<file path="src/hdl/llzc_pkg.sv">
// Shared types and constants for the laser line zero crossing block.
`default_nettype none

package llzc_pkg;

   // Field widths of the pixel and result transactions.
   localparam int unsigned SAMPLE_W   = 8;
   localparam int unsigned MID_W      = 9;
   localparam int unsigned COL_W      = 12;
   localparam int unsigned ROW_W      = 12;
   localparam int unsigned IMAGE_W    = 8;
   localparam int unsigned POS_W      = 20;
   localparam int unsigned RIGHT_W    = 13;
   localparam int unsigned DIFF_W     = 11;
   localparam int unsigned NUM_W      = 9;
   localparam int unsigned DEN_W      = 10;

   // Columns at or beyond this limit never close a pair.
   localparam int unsigned MAX_COLUMNS = 4096;

   // Default number of fraction bits in the subpixel column.
   localparam int unsigned FRACTION_BITS_DEF = 8;

   // Depth of the row job queue between the front and back parts.
   localparam int unsigned JOB_DEPTH = 2;

   // Configuration port.
   localparam int unsigned CSR_INDEX_W = 1;
   localparam int unsigned CSR_DATA_W  = 13;
   localparam logic [CSR_INDEX_W-1:0] CSR_LEFT_COLUMN  = 1'b0;
   localparam logic [CSR_INDEX_W-1:0] CSR_RIGHT_COLUMN = 1'b1;
   localparam logic [RIGHT_W-1:0]     RIGHT_RESET      = 13'd4096;

   // One finished row handed from the front part to the back part.
   typedef struct packed {
      logic [IMAGE_W-1:0] image;
      logic [ROW_W-1:0]   row;
      logic               found;
      logic [COL_W-1:0]   x;
      logic [NUM_W-1:0]   num;
      logic [DEN_W-1:0]   den;
   } job_type;

   localparam int unsigned JOB_W = $bits(job_type);

endpackage : llzc_pkg

`default_nettype wire

</file>
<file path="src/hdl/laser_line_zero_crossing.sv">
// Top level of the laser line zero crossing finder.
//
//   Channel   Direction  Handshake        Content
//   req_      in         push / full      one pixel of a row
//   rsp_      out        pop / empty      one result per finished row
//   csr_      in         we               left_column, right_column
//
// Pixels are taken at one per cycle while the job queue has room; the front
// part never waits on a pixel. For each row the back part loads the job,
// derives one quotient bit per cycle and hands the result off; rows that
// arrive faster than the back part drains them fill the job queue and raise
// req_full. The result register frees the divider while a result waits.
// Reset is synchronous; it clears the row state and sets the region to all columns.
`default_nettype none

module laser_line_zero_crossing
   import llzc_pkg::*;
#(
   parameter int unsigned FRACTION_BITS = FRACTION_BITS_DEF
) (
   input  wire logic                   clock,
   input  wire logic                   reset,
   input  wire logic                   req_push,
   output logic                        req_full,
   input  wire logic [SAMPLE_W-1:0]    req_red_sample,
   input  wire logic [MID_W-1:0]       req_midpoint_doubled,
   input  wire logic [COL_W-1:0]       req_column,
   input  wire logic [ROW_W-1:0]       req_row,
   input  wire logic [IMAGE_W-1:0]     req_image_index,
   input  wire logic                   req_last_in_row,
   output logic                        rsp_empty,
   input  wire logic                   rsp_pop,
   output logic [IMAGE_W-1:0]          rsp_out_image,
   output logic [ROW_W-1:0]            rsp_out_row,
   output logic                        rsp_crossing_found,
   output logic [POS_W-1:0]            rsp_crossing_column,
   input  wire logic                   csr_we,
   input  wire logic [CSR_INDEX_W-1:0] csr_index,
   input  wire logic [CSR_DATA_W-1:0]  csr_wdata
);

   job_type push_job, head_job;
   logic    job_push, job_pop, job_empty, queue_full, accept;

   // A pixel transaction is taken whenever the job queue has room.
   assign req_full = queue_full;
   assign accept   = req_push && !queue_full;

   llzc_front u_front (
      .clock            (clock),
      .reset            (reset),
      .csr_we           (csr_we),
      .csr_index        (csr_index),
      .csr_wdata        (csr_wdata),
      .accept           (accept),
      .red_sample       (req_red_sample),
      .midpoint_doubled (req_midpoint_doubled),
      .column           (req_column),
      .row              (req_row),
      .image_index      (req_image_index),
      .last_in_row      (req_last_in_row),
      .job              (push_job),
      .job_push         (job_push)
   );

   llzc_job_queue #(
      .DEPTH (JOB_DEPTH)
   ) u_queue (
      .clock    (clock),
      .reset    (reset),
      .push     (job_push),
      .push_job (push_job),
      .full     (queue_full),
      .pop      (job_pop),
      .head_job (head_job),
      .empty    (job_empty)
   );

   llzc_back #(
      .FRACTION_BITS (FRACTION_BITS)
   ) u_back (
      .clock               (clock),
      .reset               (reset),
      .job                 (head_job),
      .job_empty           (job_empty),
      .job_pop             (job_pop),
      .rsp_empty           (rsp_empty),
      .rsp_pop             (rsp_pop),
      .rsp_out_image       (rsp_out_image),
      .rsp_out_row         (rsp_out_row),
      .rsp_crossing_found  (rsp_crossing_found),
      .rsp_crossing_column (rsp_crossing_column)
   );

endmodule : laser_line_zero_crossing

`default_nettype wire

</file>
<file path="src/hdl/llzc_front.sv">
// Front part: configuration registers, pair classification and row jobs.
`default_nettype none

module llzc_front
   import llzc_pkg::*;
(
   input  wire logic                   clock,
   input  wire logic                   reset,
   input  wire logic                   csr_we,
   input  wire logic [CSR_INDEX_W-1:0] csr_index,
   input  wire logic [CSR_DATA_W-1:0]  csr_wdata,
   input  wire logic                   accept,
   input  wire logic [SAMPLE_W-1:0]    red_sample,
   input  wire logic [MID_W-1:0]       midpoint_doubled,
   input  wire logic [COL_W-1:0]       column,
   input  wire logic [ROW_W-1:0]       row,
   input  wire logic [IMAGE_W-1:0]     image_index,
   input  wire logic                   last_in_row,
   output job_type                     job,
   output logic                        job_push
);

   logic [COL_W-1:0]    left_ff, left_in;
   logic [RIGHT_W-1:0]  right_ff, right_in;
   logic [SAMPLE_W-1:0] prev_ff, prev_in;
   logic                prev_valid_ff, prev_valid_in;
   logic                found_ff, found_in;
   logic [COL_W-1:0]    x_ff, x_in;
   logic [NUM_W-1:0]    num_ff, num_in;
   logic [DEN_W-1:0]    den_ff, den_in;

   logic [DIFF_W-1:0]   prev2, red2, mid2, d0, d1, neg_d0, span;
   logic [COL_W-1:0]    pair_x;
   logic                col_ok, crossing, take;

   // Doubled differences against the midpoint of the later sample.
   always_comb begin
      prev2  = {2'b00, prev_ff, 1'b0};
      red2   = {2'b00, red_sample, 1'b0};
      mid2   = {2'b00, midpoint_doubled};
      d0     = prev2 - mid2;
      d1     = red2 - mid2;
      neg_d0 = mid2 - prev2;
      span   = red2 - prev2;
   end

   // The pair (x, x+1) must lie inside the object region.
   always_comb begin
      pair_x   = column - COL_W'(1);
      col_ok   = (column != '0) && (pair_x >= left_ff) &&
                 ({1'b0, column} < right_ff) &&
                 (32'(column) < 32'(MAX_COLUMNS));
      crossing = d0[DIFF_W-1] && !d1[DIFF_W-1] && (d1 != '0);
      take     = accept && prev_valid_ff && !found_ff && col_ok && crossing;
   end

   // Row state update; a row ends with its last sample.
   always_comb begin
      left_in       = left_ff;
      right_in      = right_ff;
      prev_in       = prev_ff;
      prev_valid_in = prev_valid_ff;
      found_in      = found_ff;
      x_in          = x_ff;
      num_in        = num_ff;
      den_in        = den_ff;

      if (csr_we) begin
         case (csr_index)
            CSR_LEFT_COLUMN:  left_in  = csr_wdata[COL_W-1:0];
            CSR_RIGHT_COLUMN: right_in = csr_wdata[RIGHT_W-1:0];
            default: ;
         endcase
      end

      if (take) begin
         found_in = 1'b1;
         x_in     = pair_x;
         num_in   = neg_d0[NUM_W-1:0];
         den_in   = span[DEN_W-1:0];
      end

      job.image = image_index;
      job.row   = row;
      job.found = found_in;
      job.x     = x_in;
      job.num   = num_in;
      job.den   = den_in;
      job_push  = accept && last_in_row;

      if (accept) begin
         prev_in       = red_sample;
         prev_valid_in = 1'b1;
         if (last_in_row) begin
            prev_in       = '0;
            prev_valid_in = 1'b0;
            found_in      = 1'b0;
         end
      end
   end

   always_ff @(posedge clock) begin
      if (reset) begin
         left_ff       <= '0;
         right_ff      <= RIGHT_RESET;
         prev_ff       <= '0;
         prev_valid_ff <= 1'b0;
         found_ff      <= 1'b0;
      end else begin
         left_ff       <= left_in;
         right_ff      <= right_in;
         prev_ff       <= prev_in;
         prev_valid_ff <= prev_valid_in;
         found_ff      <= found_in;
      end
      x_ff   <= x_in;
      num_ff <= num_in;
      den_ff <= den_in;
   end

endmodule : llzc_front

`default_nettype wire

</file>
<file path="src/hdl/llzc_job_queue.sv">
// Short queue of row jobs between the front and back parts.
`default_nettype none

module llzc_job_queue
   import llzc_pkg::*;
#(
   parameter int unsigned DEPTH = JOB_DEPTH
) (
   input  wire logic clock,
   input  wire logic reset,
   input  wire logic push,
   input  job_type   push_job,
   output logic      full,
   input  wire logic pop,
   output job_type   head_job,
   output logic      empty
);

   localparam int unsigned PTR_W = (DEPTH > 1) ? $clog2(DEPTH) : 1;
   localparam int unsigned CNT_W = $clog2(DEPTH + 1);

   job_type            slots_ff [DEPTH];
   logic [PTR_W-1:0]   wr_ptr_ff, wr_ptr_in;
   logic [PTR_W-1:0]   rd_ptr_ff, rd_ptr_in;
   logic [CNT_W-1:0]   count_ff, count_in;
   logic               do_push, do_pop;

   // Pointer and fill count bookkeeping.
   always_comb begin
      full     = (count_ff == CNT_W'(DEPTH));
      empty    = (count_ff == '0);
      do_push  = push && !full;
      do_pop   = pop && !empty;
      head_job = slots_ff[rd_ptr_ff];

      wr_ptr_in = wr_ptr_ff;
      rd_ptr_in = rd_ptr_ff;
      count_in  = count_ff;
      if (do_push) begin
         wr_ptr_in = (wr_ptr_ff == PTR_W'(DEPTH - 1)) ? '0 : wr_ptr_ff + PTR_W'(1);
      end
      if (do_pop) begin
         rd_ptr_in = (rd_ptr_ff == PTR_W'(DEPTH - 1)) ? '0 : rd_ptr_ff + PTR_W'(1);
      end
      if (do_push && !do_pop) begin
         count_in = count_ff + CNT_W'(1);
      end else if (do_pop && !do_push) begin
         count_in = count_ff - CNT_W'(1);
      end
   end

   always_ff @(posedge clock) begin
      if (reset) begin
         wr_ptr_ff <= '0;
         rd_ptr_ff <= '0;
         count_ff  <= '0;
      end else begin
         wr_ptr_ff <= wr_ptr_in;
         rd_ptr_ff <= rd_ptr_in;
         count_ff  <= count_in;
      end
      if (do_push) begin
         slots_ff[wr_ptr_ff] <= push_job;
      end
   end

endmodule : llzc_job_queue

`default_nettype wire

</file>
<file path="src/hdl/llzc_back.sv">
// Back part: bit-serial fraction divider and the result register.
`default_nettype none

module llzc_back
   import llzc_pkg::*;
#(
   parameter int unsigned FRACTION_BITS = FRACTION_BITS_DEF
) (
   input  wire logic               clock,
   input  wire logic               reset,
   input  job_type                 job,
   input  wire logic               job_empty,
   output logic                    job_pop,
   output logic                    rsp_empty,
   input  wire logic               rsp_pop,
   output logic [IMAGE_W-1:0]      rsp_out_image,
   output logic [ROW_W-1:0]        rsp_out_row,
   output logic                    rsp_crossing_found,
   output logic [POS_W-1:0]        rsp_crossing_column
);

   localparam int unsigned CNT_W = $clog2(FRACTION_BITS + 1);

   localparam logic [1:0] ST_IDLE = 2'd0;
   localparam logic [1:0] ST_DIV  = 2'd1;
   localparam logic [1:0] ST_HOLD = 2'd2;

   logic [1:0]               state_ff, state_in;
   logic [CNT_W-1:0]         cnt_ff, cnt_in;
   logic [DEN_W-1:0]         rem_ff, rem_in;
   logic [FRACTION_BITS-1:0] quot_ff, quot_in;
   job_type                  cur_ff, cur_in;

   logic                     out_valid_ff, out_valid_in;
   logic [IMAGE_W-1:0]       out_image_ff, out_image_in;
   logic [ROW_W-1:0]         out_row_ff, out_row_in;
   logic                     out_found_ff, out_found_in;
   logic [POS_W-1:0]         out_pos_ff, out_pos_in;

   logic [DEN_W:0]           rem2, rem_sub;
   logic                     ge;
   logic [FRACTION_BITS:0]   qshift;
   logic [31:0]              pos_wide;

   // One quotient bit per cycle, restoring division.
   always_comb begin
      rem2     = {rem_ff, 1'b0};
      ge       = rem2 >= {1'b0, cur_ff.den};
      rem_sub  = rem2 - {1'b0, cur_ff.den};
      qshift   = {quot_ff, ge};
      pos_wide = 32'({cur_ff.x, quot_ff});
   end

   // Sequencer and result register.
   always_comb begin
      state_in     = state_ff;
      cnt_in       = cnt_ff;
      rem_in       = rem_ff;
      quot_in      = quot_ff;
      cur_in       = cur_ff;
      job_pop      = 1'b0;
      out_valid_in = out_valid_ff && !rsp_pop;
      out_image_in = out_image_ff;
      out_row_in   = out_row_ff;
      out_found_in = out_found_ff;
      out_pos_in   = out_pos_ff;

      case (state_ff)
         ST_IDLE: begin
            if (!job_empty) begin
               job_pop  = 1'b1;
               cur_in   = job;
               rem_in   = DEN_W'(job.num);
               quot_in  = '0;
               cnt_in   = '0;
               state_in = ST_DIV;
            end
         end
         ST_DIV: begin
            rem_in  = ge ? rem_sub[DEN_W-1:0] : rem2[DEN_W-1:0];
            quot_in = qshift[FRACTION_BITS-1:0];
            cnt_in  = cnt_ff + CNT_W'(1);
            if (cnt_ff == CNT_W'(FRACTION_BITS - 1)) begin
               state_in = ST_HOLD;
            end
         end
         ST_HOLD: begin
            if (!out_valid_ff || rsp_pop) begin
               out_valid_in = 1'b1;
               out_image_in = cur_ff.image;
               out_row_in   = cur_ff.row;
               out_found_in = cur_ff.found;
               out_pos_in   = cur_ff.found ? pos_wide[POS_W-1:0] : '0;
               state_in     = ST_IDLE;
            end
         end
         default: state_in = ST_IDLE;
      endcase
   end

   assign rsp_empty           = !out_valid_ff;
   assign rsp_out_image       = out_image_ff;
   assign rsp_out_row         = out_row_ff;
   assign rsp_crossing_found  = out_found_ff;
   assign rsp_crossing_column = out_pos_ff;

   always_ff @(posedge clock) begin
      if (reset) begin
         state_ff     <= ST_IDLE;
         out_valid_ff <= 1'b0;
      end else begin
         state_ff     <= state_in;
         out_valid_ff <= out_valid_in;
      end
      cnt_ff       <= cnt_in;
      rem_ff       <= rem_in;
      quot_ff      <= quot_in;
      cur_ff       <= cur_in;
      out_image_ff <= out_image_in;
      out_row_ff   <= out_row_in;
      out_found_ff <= out_found_in;
      out_pos_ff   <= out_pos_in;
   end

endmodule : llzc_back

`default_nettype wire
</file>
<file path="config.mk">
export PLATFORM = sky130hd
export DESIGN_NAME = laser_line_zero_crossing
export DESIGN_NICKNAME = d
export VERILOG_FILES = /design/src/hdl/llzc_pkg.sv /design/src/hdl/laser_line_zero_crossing.sv /design/src/hdl/llzc_front.sv /design/src/hdl/llzc_job_queue.sv /design/src/hdl/llzc_back.sv
export SDC_FILE = /design/constraint.sdc
export NUM_CORES = 1
export LEC_CHECK = 0
export ABC_AREA = 1
export BUFFER_PORTS_ARGS = -buffer_cell sky130_fd_sc_hd__buf_2
export CAP_MARGIN = 20
export CELL_PAD_IN_SITES_DETAIL_PLACEMENT = 0
export CELL_PAD_IN_SITES_GLOBAL_PLACEMENT = 2
export CORE_ASPECT_RATIO = 1.25
export CORE_MARGIN = 2
export CORE_UTILIZATION = 39
export CTS_CLUSTER_SIZE = 8
export DETAILED_ROUTE_END_ITERATION = 10
export PLACE_DENSITY = 0.83
export SETUP_SLACK_MARGIN = 0.02
export SLEW_MARGIN = 20
export SYNTH_ARGS = -nofsm -noshare
export SYNTH_HDL_FRONTEND = slang
export SYNTH_SLANG_ARGS = --single-unit
</file>
<file path="constraint.sdc">
create_clock -name clock -period 4.55 [get_ports clock]
set_input_delay 0.455 -clock clock [delete_from_list [all_inputs] [get_ports clock]]
set_output_delay 0.455 -clock clock [all_outputs]
set_load 0.005 [all_outputs]
</file>
# [Yosys cells after proc, flatten, opt, wreduce, memory -nomap -nowiden]
# Memories as Yosys holds them, arrays and structs flattened. A register that Yosys moved wholly into a read port is not among the register bits.
# Cells that the tools add are included.
[classes] magnitude_cmp=3 bitwise=2 reduce_logical=36 addsub=11 muxes=31 eq_ne=7
[ops] operator="10-bit two-way mux" count=3
[ops] operator="9-bit by 9-bit subtractor with 10-bit output" count=3
[ops] operator="10-bit one-hot mux with 2 select lines" count=1
[ops] operator="8-bit two-way mux" count=2
[ops] operator="8-bit one-hot mux with 2 select lines" count=1
[ops] operator="1-bit logical AND" count=15
[ops] operator="1-bit two-way mux" count=14
[ops] operator="12-bit by 13-bit < comparator with 1-bit output" count=1
[ops] operator="12-bit greater-or-equal comparator" count=1
[ops] operator="12-bit two-way mux" count=1
[ops] operator="12-bit nonzero test" count=1
[ops] operator="12-bit by 1-bit subtractor with 12-bit output, second input constant" count=1
[ops] operator="11-bit by 10-bit greater-or-equal comparator with 1-bit output" count=1
[ops] operator="11-bit nonzero test" count=1
[ops] operator="2-bit two-way mux" count=5
[ops] operator="2-bit AND reduction" count=5
[ops] operator="10-bit subtractor" count=1
[ops] operator="9-bit two-way mux" count=1
[ops] operator="9-bit subtractor" count=1
[ops] operator="1-bit zero test" count=8
[ops] operator="4-bit one-hot mux with 2 select lines" count=1
[ops] operator="2-bit one-hot mux with 3 select lines" count=1
[ops] operator="4-bit by 1-bit adder with 4-bit output, second input constant" count=1
[ops] operator="2-bit == test, second input constant" count=2
[ops] operator="other kinds (13)" count=18
[totals] n_memories=1 wordCells=116 out_inout_bits=43 regBits=179 mem_bits_rw=104
[memory_table] name="u_queue.slots_ff" depth=2 word_bits=52 read_ports=1 rd_clocked_by_memory_dff=1 wr=1 line_no="llzc_job_queue.sv:22" source="job_type slots_ff [DEPTH];"

# [Depth between registers and ports, before layout]
# Gate-level depths: netlist of run 1.
[logic_depth] word_depth=10 depth_mapped=21 mapped_depth_nobuf=20

# [Modules after synthesis]
# Synthesis of run 1 repeated with hierarchy kept, for this count alone.
[unflattened] cells_unflattened=1190 hier_area_um2=13178.9
[modules_own_cells] mod="llzc_back" area_each_um2=4508.1 seq_area_each_um2=3243.1 cells_each=377 n_inst=1
[modules_own_cells] mod="llzc_front" area_each_um2=4403.0 seq_area_each_um2=1321.3 cells_each=612 n_inst=1
[modules_own_cells] mod="llzc_job_queue" area_each_um2=4257.8 seq_area_each_um2=3223.1 cells_each=199 n_inst=1
[modules_own_cells] mod="laser_line_zero_crossing" area_each_um2=10.0 seq_area_each_um2=0.0 cells_each=2 n_inst=1

# [Least setup slack after synthesis of run 1]
# No wires, ideal clock.
[synth_path] path_type="input -> register" startpoint="input rsp_pop" endpoint="register u_back.out_pos_ff[0] (netlist: u_back.rsp_crossing_column[0]), enable pin" cell_stages=2 path_slack_ns=0.748 arrival_ns=3.312 setup_ns=0.490 path_cell_list="nor2_1 -> nor3_1"
[synth_via] elab_chain_cells=2
[synth_rtl] item="start, declared" line_no="laser_line_zero_crossing.sv:32" source="input wire logic rsp_pop,"
[synth_rtl] item="1-bit logical OR" line_no="llzc_back.sv:88" source="if (!out_valid_ff || rsp_pop) begin"
[synth_rtl] item="2-bit AND reduction (no line)"
[synth_rtl] item="end signal, assigned" line_no="llzc_back.sv:122" source="out_pos_ff <= out_pos_in;"
[synth_rtl] item="end, declared" line_no="llzc_back.sv:38" source="logic [POS_W-1:0] out_pos_ff, out_pos_in;"
# No other way between the ends.
# A chain may end at the register's enable or synchronous reset.

==> flow_metrics.env, run 1 <==
export IMPL_antenna_found_initial=0
export IMPL_io_pins=112
export IMPL_cts_tree="built"
export IMPL_grt_overflow=0
export IMPL_via_per_inst=4.642
export IMPL_r2r_start="u_front.right_ff[2]"
export IMPL_yosysWarnings=0
export IMPL_startpoint="req_column[2]"
export IMPL_clkTransAtPathRegs_ps=50
export IMPL_place_area_um2=13540
export IMPL_final_common_cell="nand2_1"
export IMPL_ys_types=39
export IMPL_mostFrequentLayoutCells="nand2_1, edfxtp_1, inv_1, buf_2, dfxtp_1"
export IMPL_ys_top_cells_by_area="edfxtp_1, dfxtp_1, nand2_1"
export IMPL_finalWirelength_um=25430
export IMPL_finalWeightedCongestion=0.7557
export IMPL_cts_sinks=284
export IMPL_dieHeight_um=204.5
export IMPL_stdcell_count=1792
export IMPL_drt_initial_drc_count=347
export IMPL_fin_crit_sh=0.6441
export IMPL_fill_cells=3047
export IMPL_outcome="finished clean"
export IMPL_relSlewSlack=0.3410
export IMPL_synth_top_area_share=0.5027
export IMPL_finalCriticalPeriod_ps=2931
export IMPL_hold_buffers=0
export IMPL_syn_area_per_cell_um2=10.25
export IMPL_vias=8319
export IMPL_hold_viol=0
export IMPL_fmax_mhz=341.2
export IMPL_ff2ff_path_depth=11
export IMPL_num_antenna_cells=0
export IMPL_finalSetupViolCount=0
export IMPL_finalInstanceArea_um2=14740
export IMPL_drc=0
export IMPL_grt_start_max_net_pins=53
export IMPL_async_flop_share=0
export IMPL_pwr_density_cell_nw_per_um2=617.5
export IMPL_die_x_um=164.4
export IMPL_drive_above_1_share=0.1348
export IMPL_setup_tns_ps=0
export IMPL_yosysTopAreaCell="edfxtp_1"
export IMPL_drv_slew=0
export IMPL_crit_type="input port to flop"
export IMPL_start_kind="input port"
export IMPL_final_nets=1488
export IMPL_syn2layout_area_growth_pct=17.50
export IMPL_grt_pass1_vias=8305
export IMPL_clk_latency_ps=540
export IMPL_post_cts_resize_count=0
export IMPL_leakagePower_nw=6.456
export IMPL_hold_path_startpoint="req_image_index[0]"
export IMPL_numCtsBuffers=41
export IMPL_crit_arrival_ps=3200
export IMPL_synth_area_um2=12540
export IMPL_die_area_um2=33630
export IMPL_grt_pass1_wl_um=40880
export IMPL_drt_pre_antenna_iters=5
export IMPL_htreeDepth=2
export IMPL_core_area_um2=31790
export IMPL_syn_num_nets=1362
export IMPL_ant_nets=0
export IMPL_r2r_slack_ps=1910
export IMPL_post_cts_buffers=0
export IMPL_io_buffers=111
export IMPL_dp_hpwl_um=17330
export IMPL_root_buffer="clkbuf_16"
export IMPL_drv_cap=0
export IMPL_required_ps=4820
export IMPL_ir_drop_mv=0.2994
export IMPL_grt_use_total=0.1535
export IMPL_floorplan_initialDensity=0.3947
export IMPL_rsz0062_at_grt="false"
export IMPL_min_path_cells=1
export IMPL_tightest_slew_ps=986.1
export IMPL_postSynthCellCount=1224
export IMPL_synth_edff_count=210
export IMPL_ctsLongestPathBuffers=3
export IMPL_hold_class="input port to flop"
export IMPL_wl_per_cell_um=14.19
export IMPL_yosysSeqAreaShare=0.6208
export IMPL_ys_flop_type="edfxtp_1"
export IMPL_fin_skew_ps=13.24
export IMPL_crit_path_end_kind="flop"
export IMPL_placedCellCount=1719
export IMPL_worstPathMaxFanout=33
export IMPL_rows=73
export IMPL_ys_ff_latch=284
## per-stage QoR
stage / utilization / hold WS, ps / worst slack (ps) / total power, mW
2_1_floorplan: - / 400.3 / 748.1 / 5.689
3_3_place_gp: 0.4259 / 400.5 / 1062 / 6.344
3_5_place_dp: 0.4259 / 404.5 / 1032 / 6.403
4_1_cts: 0.4637 / 89.06 / 1577 / 9.232
5_1_grt: 0.4637 / 89.34 / 1305 / 9.739
6_report: 0.4637 / 109.2 / 1619 / 9.102
## power breakdown
part           switching, mW  leakage [nW]  total (mW)  internal, mW
logic                   1.55          3.31        2.30         0.758
clock network           1.09         0.570        2.79          1.70
registers              0.243          2.58        4.01          3.77
## flip-flops by register name (all words and copies together), names as in the netlist, named ones only
register and count:
u_back.cnt_ff 4, u_back.cur_ff 43, u_back.out_valid_ff 1, u_back.quot_ff 8, u_back.rem_ff 10, u_back.rsp_crossing_column 20, u_back.rsp_crossing_found 1, u_back.rsp_out_image 8
u_back.rsp_out_row 12, u_back.state_ff 2, u_front.den_ff 10, u_front.found_ff 1, u_front.left_ff 12, u_front.num_ff 9, u_front.prev_ff 8, u_front.prev_valid_ff 1
u_front.right_ff 13, u_front.x_ff 12, u_queue.count_ff 2, u_queue.rd_ptr_ff 1, u_queue.slots_ff 104, u_queue.wr_ptr_ff 1
## final cells by class
cell class,count,area (µm²),area share
clock buffers,69,1131,0.07673
clock inverters,4,71.32,0.004838
inverters,162,609.3,0.04134
multi-input cells,741,4001,0.2715
flip-flops and latches,284,7789,0.5284
well taps,412,515.5,0.03497
repair buffers,120,623.1,0.04227
## cells in the mapped netlist, types with 2 or more instances
master and instances:
o211ai_1 3, ha_1 66, o21a_1 3, nor2_2 2, nand2_1 335, a21oi_1 67, xor2_1 20, edfxtp_1 210
buf_6 3, nand3b_1 2, o21bai_1 3, a21oi_2 2, nor2_1 73, inv_1 155, nand3_1 23, xnor2_1 7
a31oi_1 2, nor3_1 16, nand4_1 38, a211oi_1 3, clkbuf_1 22, fa_1 3, dfxtp_1 74, a21o_1 2
buf_2 5, inv_2 6, o21ai_1 5, o21ai_0 56, buf_1 7, nor2_4 2
## path summary, 6_finish.rpt
check / to
min reg2reg: u_back.rsp_out_image[5]
max: u_queue.slots_ff[0][0]
max reg2reg: u_queue.slots_ff[0][0]
min: u_queue.slots_ff[1][44]
## logic make-up after synthesis
family,share of synthesized area
flops,0.6208
compound gates,0.06363
xor+xnor,0.01885
buf+inv,0.06184
simple gates,0.1643
fa+ha+maj,0.07062
## critical path: stages
cell and delay, ps:
buf_2 140, nor3_2 270, nand3_1 170, nor2_1 120, nand2_1 80, nor2_1 130, nand2_1 60, nand2_1 50
nand2_1 70, ha_1 300, nand2_1 90, inv_1 60, nand2_1 40, nor2_1 90, nand2_1 60, nand4_1 70
nand3_1 120, nor2_4 130, nand3_4 370, and2_1 320
## per-layer routing
metal | wire length [µm] | GRT usage | part of all wire
met1 | 11470 | 0.1904 | 0.45
met2 | 12550 | 0.2730 | 0.49
met3 | 911 | 0.02450 | 0.036
met4 | 490 | 0.04720 | 0.019
met5 | 0 | 0 | 0
Power figures use the tool's default switching activity.
==> inputs of run 2 (changes only) <==
- ABC_AREA: 1 -> 0
- CORE_UTILIZATION: 39 -> 42
- clock period: 4.55 -> 2.86 ns (I/O delays scaled with it)
==> flow_metrics.env, run 2 <==
export IMPL_pwr_density_cell_nw_per_um2=888.6
export IMPL_violations="negative setup slack"
export IMPL_vias=7301
export IMPL_regMostFlops="u_queue.slots_ff"
export IMPL_hold_path_end="u_front.prev_ff[6]"
export IMPL_hold_viol=0
export IMPL_ir_drop_mv=0.5528
export IMPL_ff2ff_path_depth=8
export IMPL_relSlewSlack=0.4476
export IMPL_clk_latency_ps=530
export IMPL_root_buffer="clkbuf_16"
export IMPL_wl_per_cell_um=15.33
export IMPL_synth_most_common_cell="edfxtp_1"
export IMPL_crit_buf_inv=2
export IMPL_io_pins=112
export IMPL_utilization=0.5403
export IMPL_drt_initial_drc_count=221
export IMPL_drc=0
export IMPL_grt_use_total=0.1580
export IMPL_startpoint="req_column[2]"
export IMPL_synth_commonest_cells="edfxtp_1, nand2_1, dfxtp_1"
export IMPL_num_antenna_cells=0
export IMPL_finalPower_mw=13.64
export IMPL_hold_class="input port to flop"
export IMPL_crit_path_end_kind="flop"
export IMPL_ys_types=51
export IMPL_drv_slew=0
export IMPL_yosysTopAreaCell="edfxtp_1"
export IMPL_syn_area_per_cell_um2=13.46
export IMPL_core_area_um2=28400
export IMPL_syn2layout_area_growth_pct=26.55
export IMPL_mostFrequentLayoutCells="edfxtp_1, buf_2, nand2_1, dfxtp_1, buf_4"
export IMPL_dieHeight_um=194.0
export IMPL_outcome="finished with violations"
export IMPL_hold_path_startpoint="req_red_sample[6]"
export IMPL_drive_above_1_share=0.2796
export IMPL_synth_area_um2=12130
export IMPL_rows=69
export IMPL_r2r_start="u_front.prev_ff[0]"
export IMPL_final_nets=1274
export IMPL_ys_ff_latch=284
export IMPL_finalSetupViolCount=92
export IMPL_ctsLongestPathBuffers=3
export IMPL_required_ps=3120
export IMPL_crit_chain="buf_6, or3_4, or3b_4, xnor2_2, ha_1, nand4_1, a211o_1, a21oi_2, o31ai_1, or4_4, buf_12, mux2_4"
export IMPL_die_area_um2=30260
export IMPL_rsz0062_at_grt="true"
export IMPL_reg2reg_to="u_queue.slots_ff[0][27]"
export IMPL_max_stage_delay_ps=620
export IMPL_clkTransAtPathRegs_ps=50
export IMPL_finalWeightedCongestion=0.8029
export IMPL_fin_crit_sh=1.095
export IMPL_fmax_mhz=319.4
export IMPL_drv_cap=0
export IMPL_final_common_cell="edfxtp_1"
export IMPL_tightest_slew_ps=827.0
export IMPL_crit_arrival_ps=3390
export IMPL_ys_top_cells_by_area="edfxtp_1, dfxtp_1, ha_1"
export IMPL_fin_skew_ps=22.50
export IMPL_multiInputGateArea_um2=4128
export IMPL_largest_register_ffs=104
export IMPL_drt_pre_antenna_iters=5
export IMPL_floorplan_initialDensity=0.4269
export IMPL_io_buffers=111
export IMPL_leakagePower_nw=6.077
export IMPL_ant_nets=0
export IMPL_ys_flop_type="edfxtp_1"
export IMPL_crit_slowest_cell="or4_4"
export IMPL_finalWirelength_um=23320
export IMPL_min_path_cells=3
export IMPL_critPathTopFamily="simple AND/OR/NAND/NOR gates"
export IMPL_synth_edff_count=210
export IMPL_grt_pass1_vias=7624
export IMPL_finalCriticalPeriod_ps=3131
export IMPL_crit_type="input port to flop"
export IMPL_cts_tree="built"
export IMPL_async_flop_share=0
export IMPL_grt_overflow=0
export IMPL_yosysWarnings=0
export IMPL_via_per_inst=4.800
export IMPL_fin_ws_ps=-270.6
export IMPL_postSynthCellCount=901
export IMPL_seqCellArea_um2=7789
export IMPL_yosysSeqAreaShare=0.6422
export IMPL_numCtsBuffers=41
export IMPL_synth_top_area_share=0.5200
export IMPL_r2r_slack_ps=90
export IMPL_antenna_found_initial=0
export IMPL_cts_sinks=284
export IMPL_grt_pass1_wl_um=38070
export IMPL_grt_start_max_net_pins=53
export IMPL_die_x_um=156.0
export IMPL_fill_cells=2383
export IMPL_htreeDepth=2
export IMPL_dp_hpwl_um=15710
export IMPL_syn_num_nets=1039
export IMPL_fin_hold_ws_ps=51.95
export IMPL_worstPathMaxFanout=13
export IMPL_start_kind="input port"
[run 2: cell types whose count changed in the layout (fill, tap and decap cells not counted), moves of 9 or more]
cell,change
nand3_1,-20
nand2b_1,+13
dlygate4sd3_1,+33
inv_1,-92
nand4_1,-34
buf_4,+58
o21ai_0,-36
nand2_1,-254
nor2_1,-31
mux2_4,+24
and2_1,+28
xnor2_1,+9
mux2_2,+45
nor2b_1,+16
[run 2: cell families (layout without fill, tap and decap cells)]
kind of cell	Yosys count	in the layout	share of synthesized area
DFF	284	284	0.6422
and+or+nand+nor	220	220	0.08863
AOI/OAI and AO/OA	127	127	0.06284
buffers and inverters	89	354	0.03002
muxes	79	79	0.07945
adders and majority gates	69	69	0.07305
xor gates and xnor gates	33	33	0.02383
[run 2: what timing repair did]
action,CTS,global route
endpoints found under the hold margin,59,0
hold buffers,33,0
setup buffers,3,3
endpoints found under the setup margin,95,95
gates cloned,2,0
gates resized for setup,13,17
pin swaps,0,4
[run 2: power by group]
group / total (mW) / internal (mW) / switching, mW
combinational: 3.17 / 1.49 / 1.68
clock: 4.43 / 2.76 / 1.67
sequential: 6.04 / 5.69 / 0.355
[run 2: how the worst max path moves through the flow]
stage / end / cells after the start
2_1_floorplan: u_queue.slots_ff[0][10] / 15
3_3_place_gp: u_queue.slots_ff[0][10] / 15
3_5_place_dp: u_queue.slots_ff[0][8] / 15
4_1_cts: u_queue.slots_ff[0][27] / 15
5_1_grt: u_queue.slots_ff[0][27] / 12
6_report: u_queue.slots_ff[0][27] / 12
[run 2: routing by layer]
| layer | up-vias | part of all wire | wire [µm] | track usage |
|---|---|---|---|---|
| li1 | 3695 | - | - | - |
| met1 | 3434 | 0.44 | 10280 | 0.1965 |
| met2 | 125 | 0.50 | 11670 | 0.2773 |
| met3 | 47 | 0.035 | 822 | 0.02861 |
| met4 | 0 | 0.023 | 545 | 0.05131 |
| met5 | - | 0 | 0 | 0 |
[run 2: layout make-up]
class,instances,share of cell area
well taps,355,0.02894
clock buffers,71,0.07623
multi-input cells,528,0.2690
flip-flops and latches,284,0.5075
repair buffers,218,0.1004
clock inverters,2,0.002528
inverters,63,0.01541
[run 2: worst reg2reg max path, delay by kind of cell (launching register included)]
kind	cells	cell delay [ps]
muxes	1	320
and+or+nand+nor	2	740
AOI/OAI and AO/OA	2	360
DFF	1	300
adders and majority gates	2	600
buffers and inverters	1	200
[run 2: metrics by stage]
| step | TNS [ps] | cell area, µm² | setup WS (ps) | std cells |
|---|---|---|---|---|
| 2_1_floorplan | -33000 | 12140 | -442.7 | 901 |
| 3_3_place_gp | -80210 | 13590 | -929.8 | 1408 |
| 3_5_place_dp | -84760 | 13590 | -973.3 | 1408 |
| 4_1_cts | -16450 | 15250 | -244.8 | 1519 |
| 5_1_grt | -24800 | 15350 | -336.4 | 1521 |
| 6_report | -19080 | 15350 | -270.6 | 1521 |
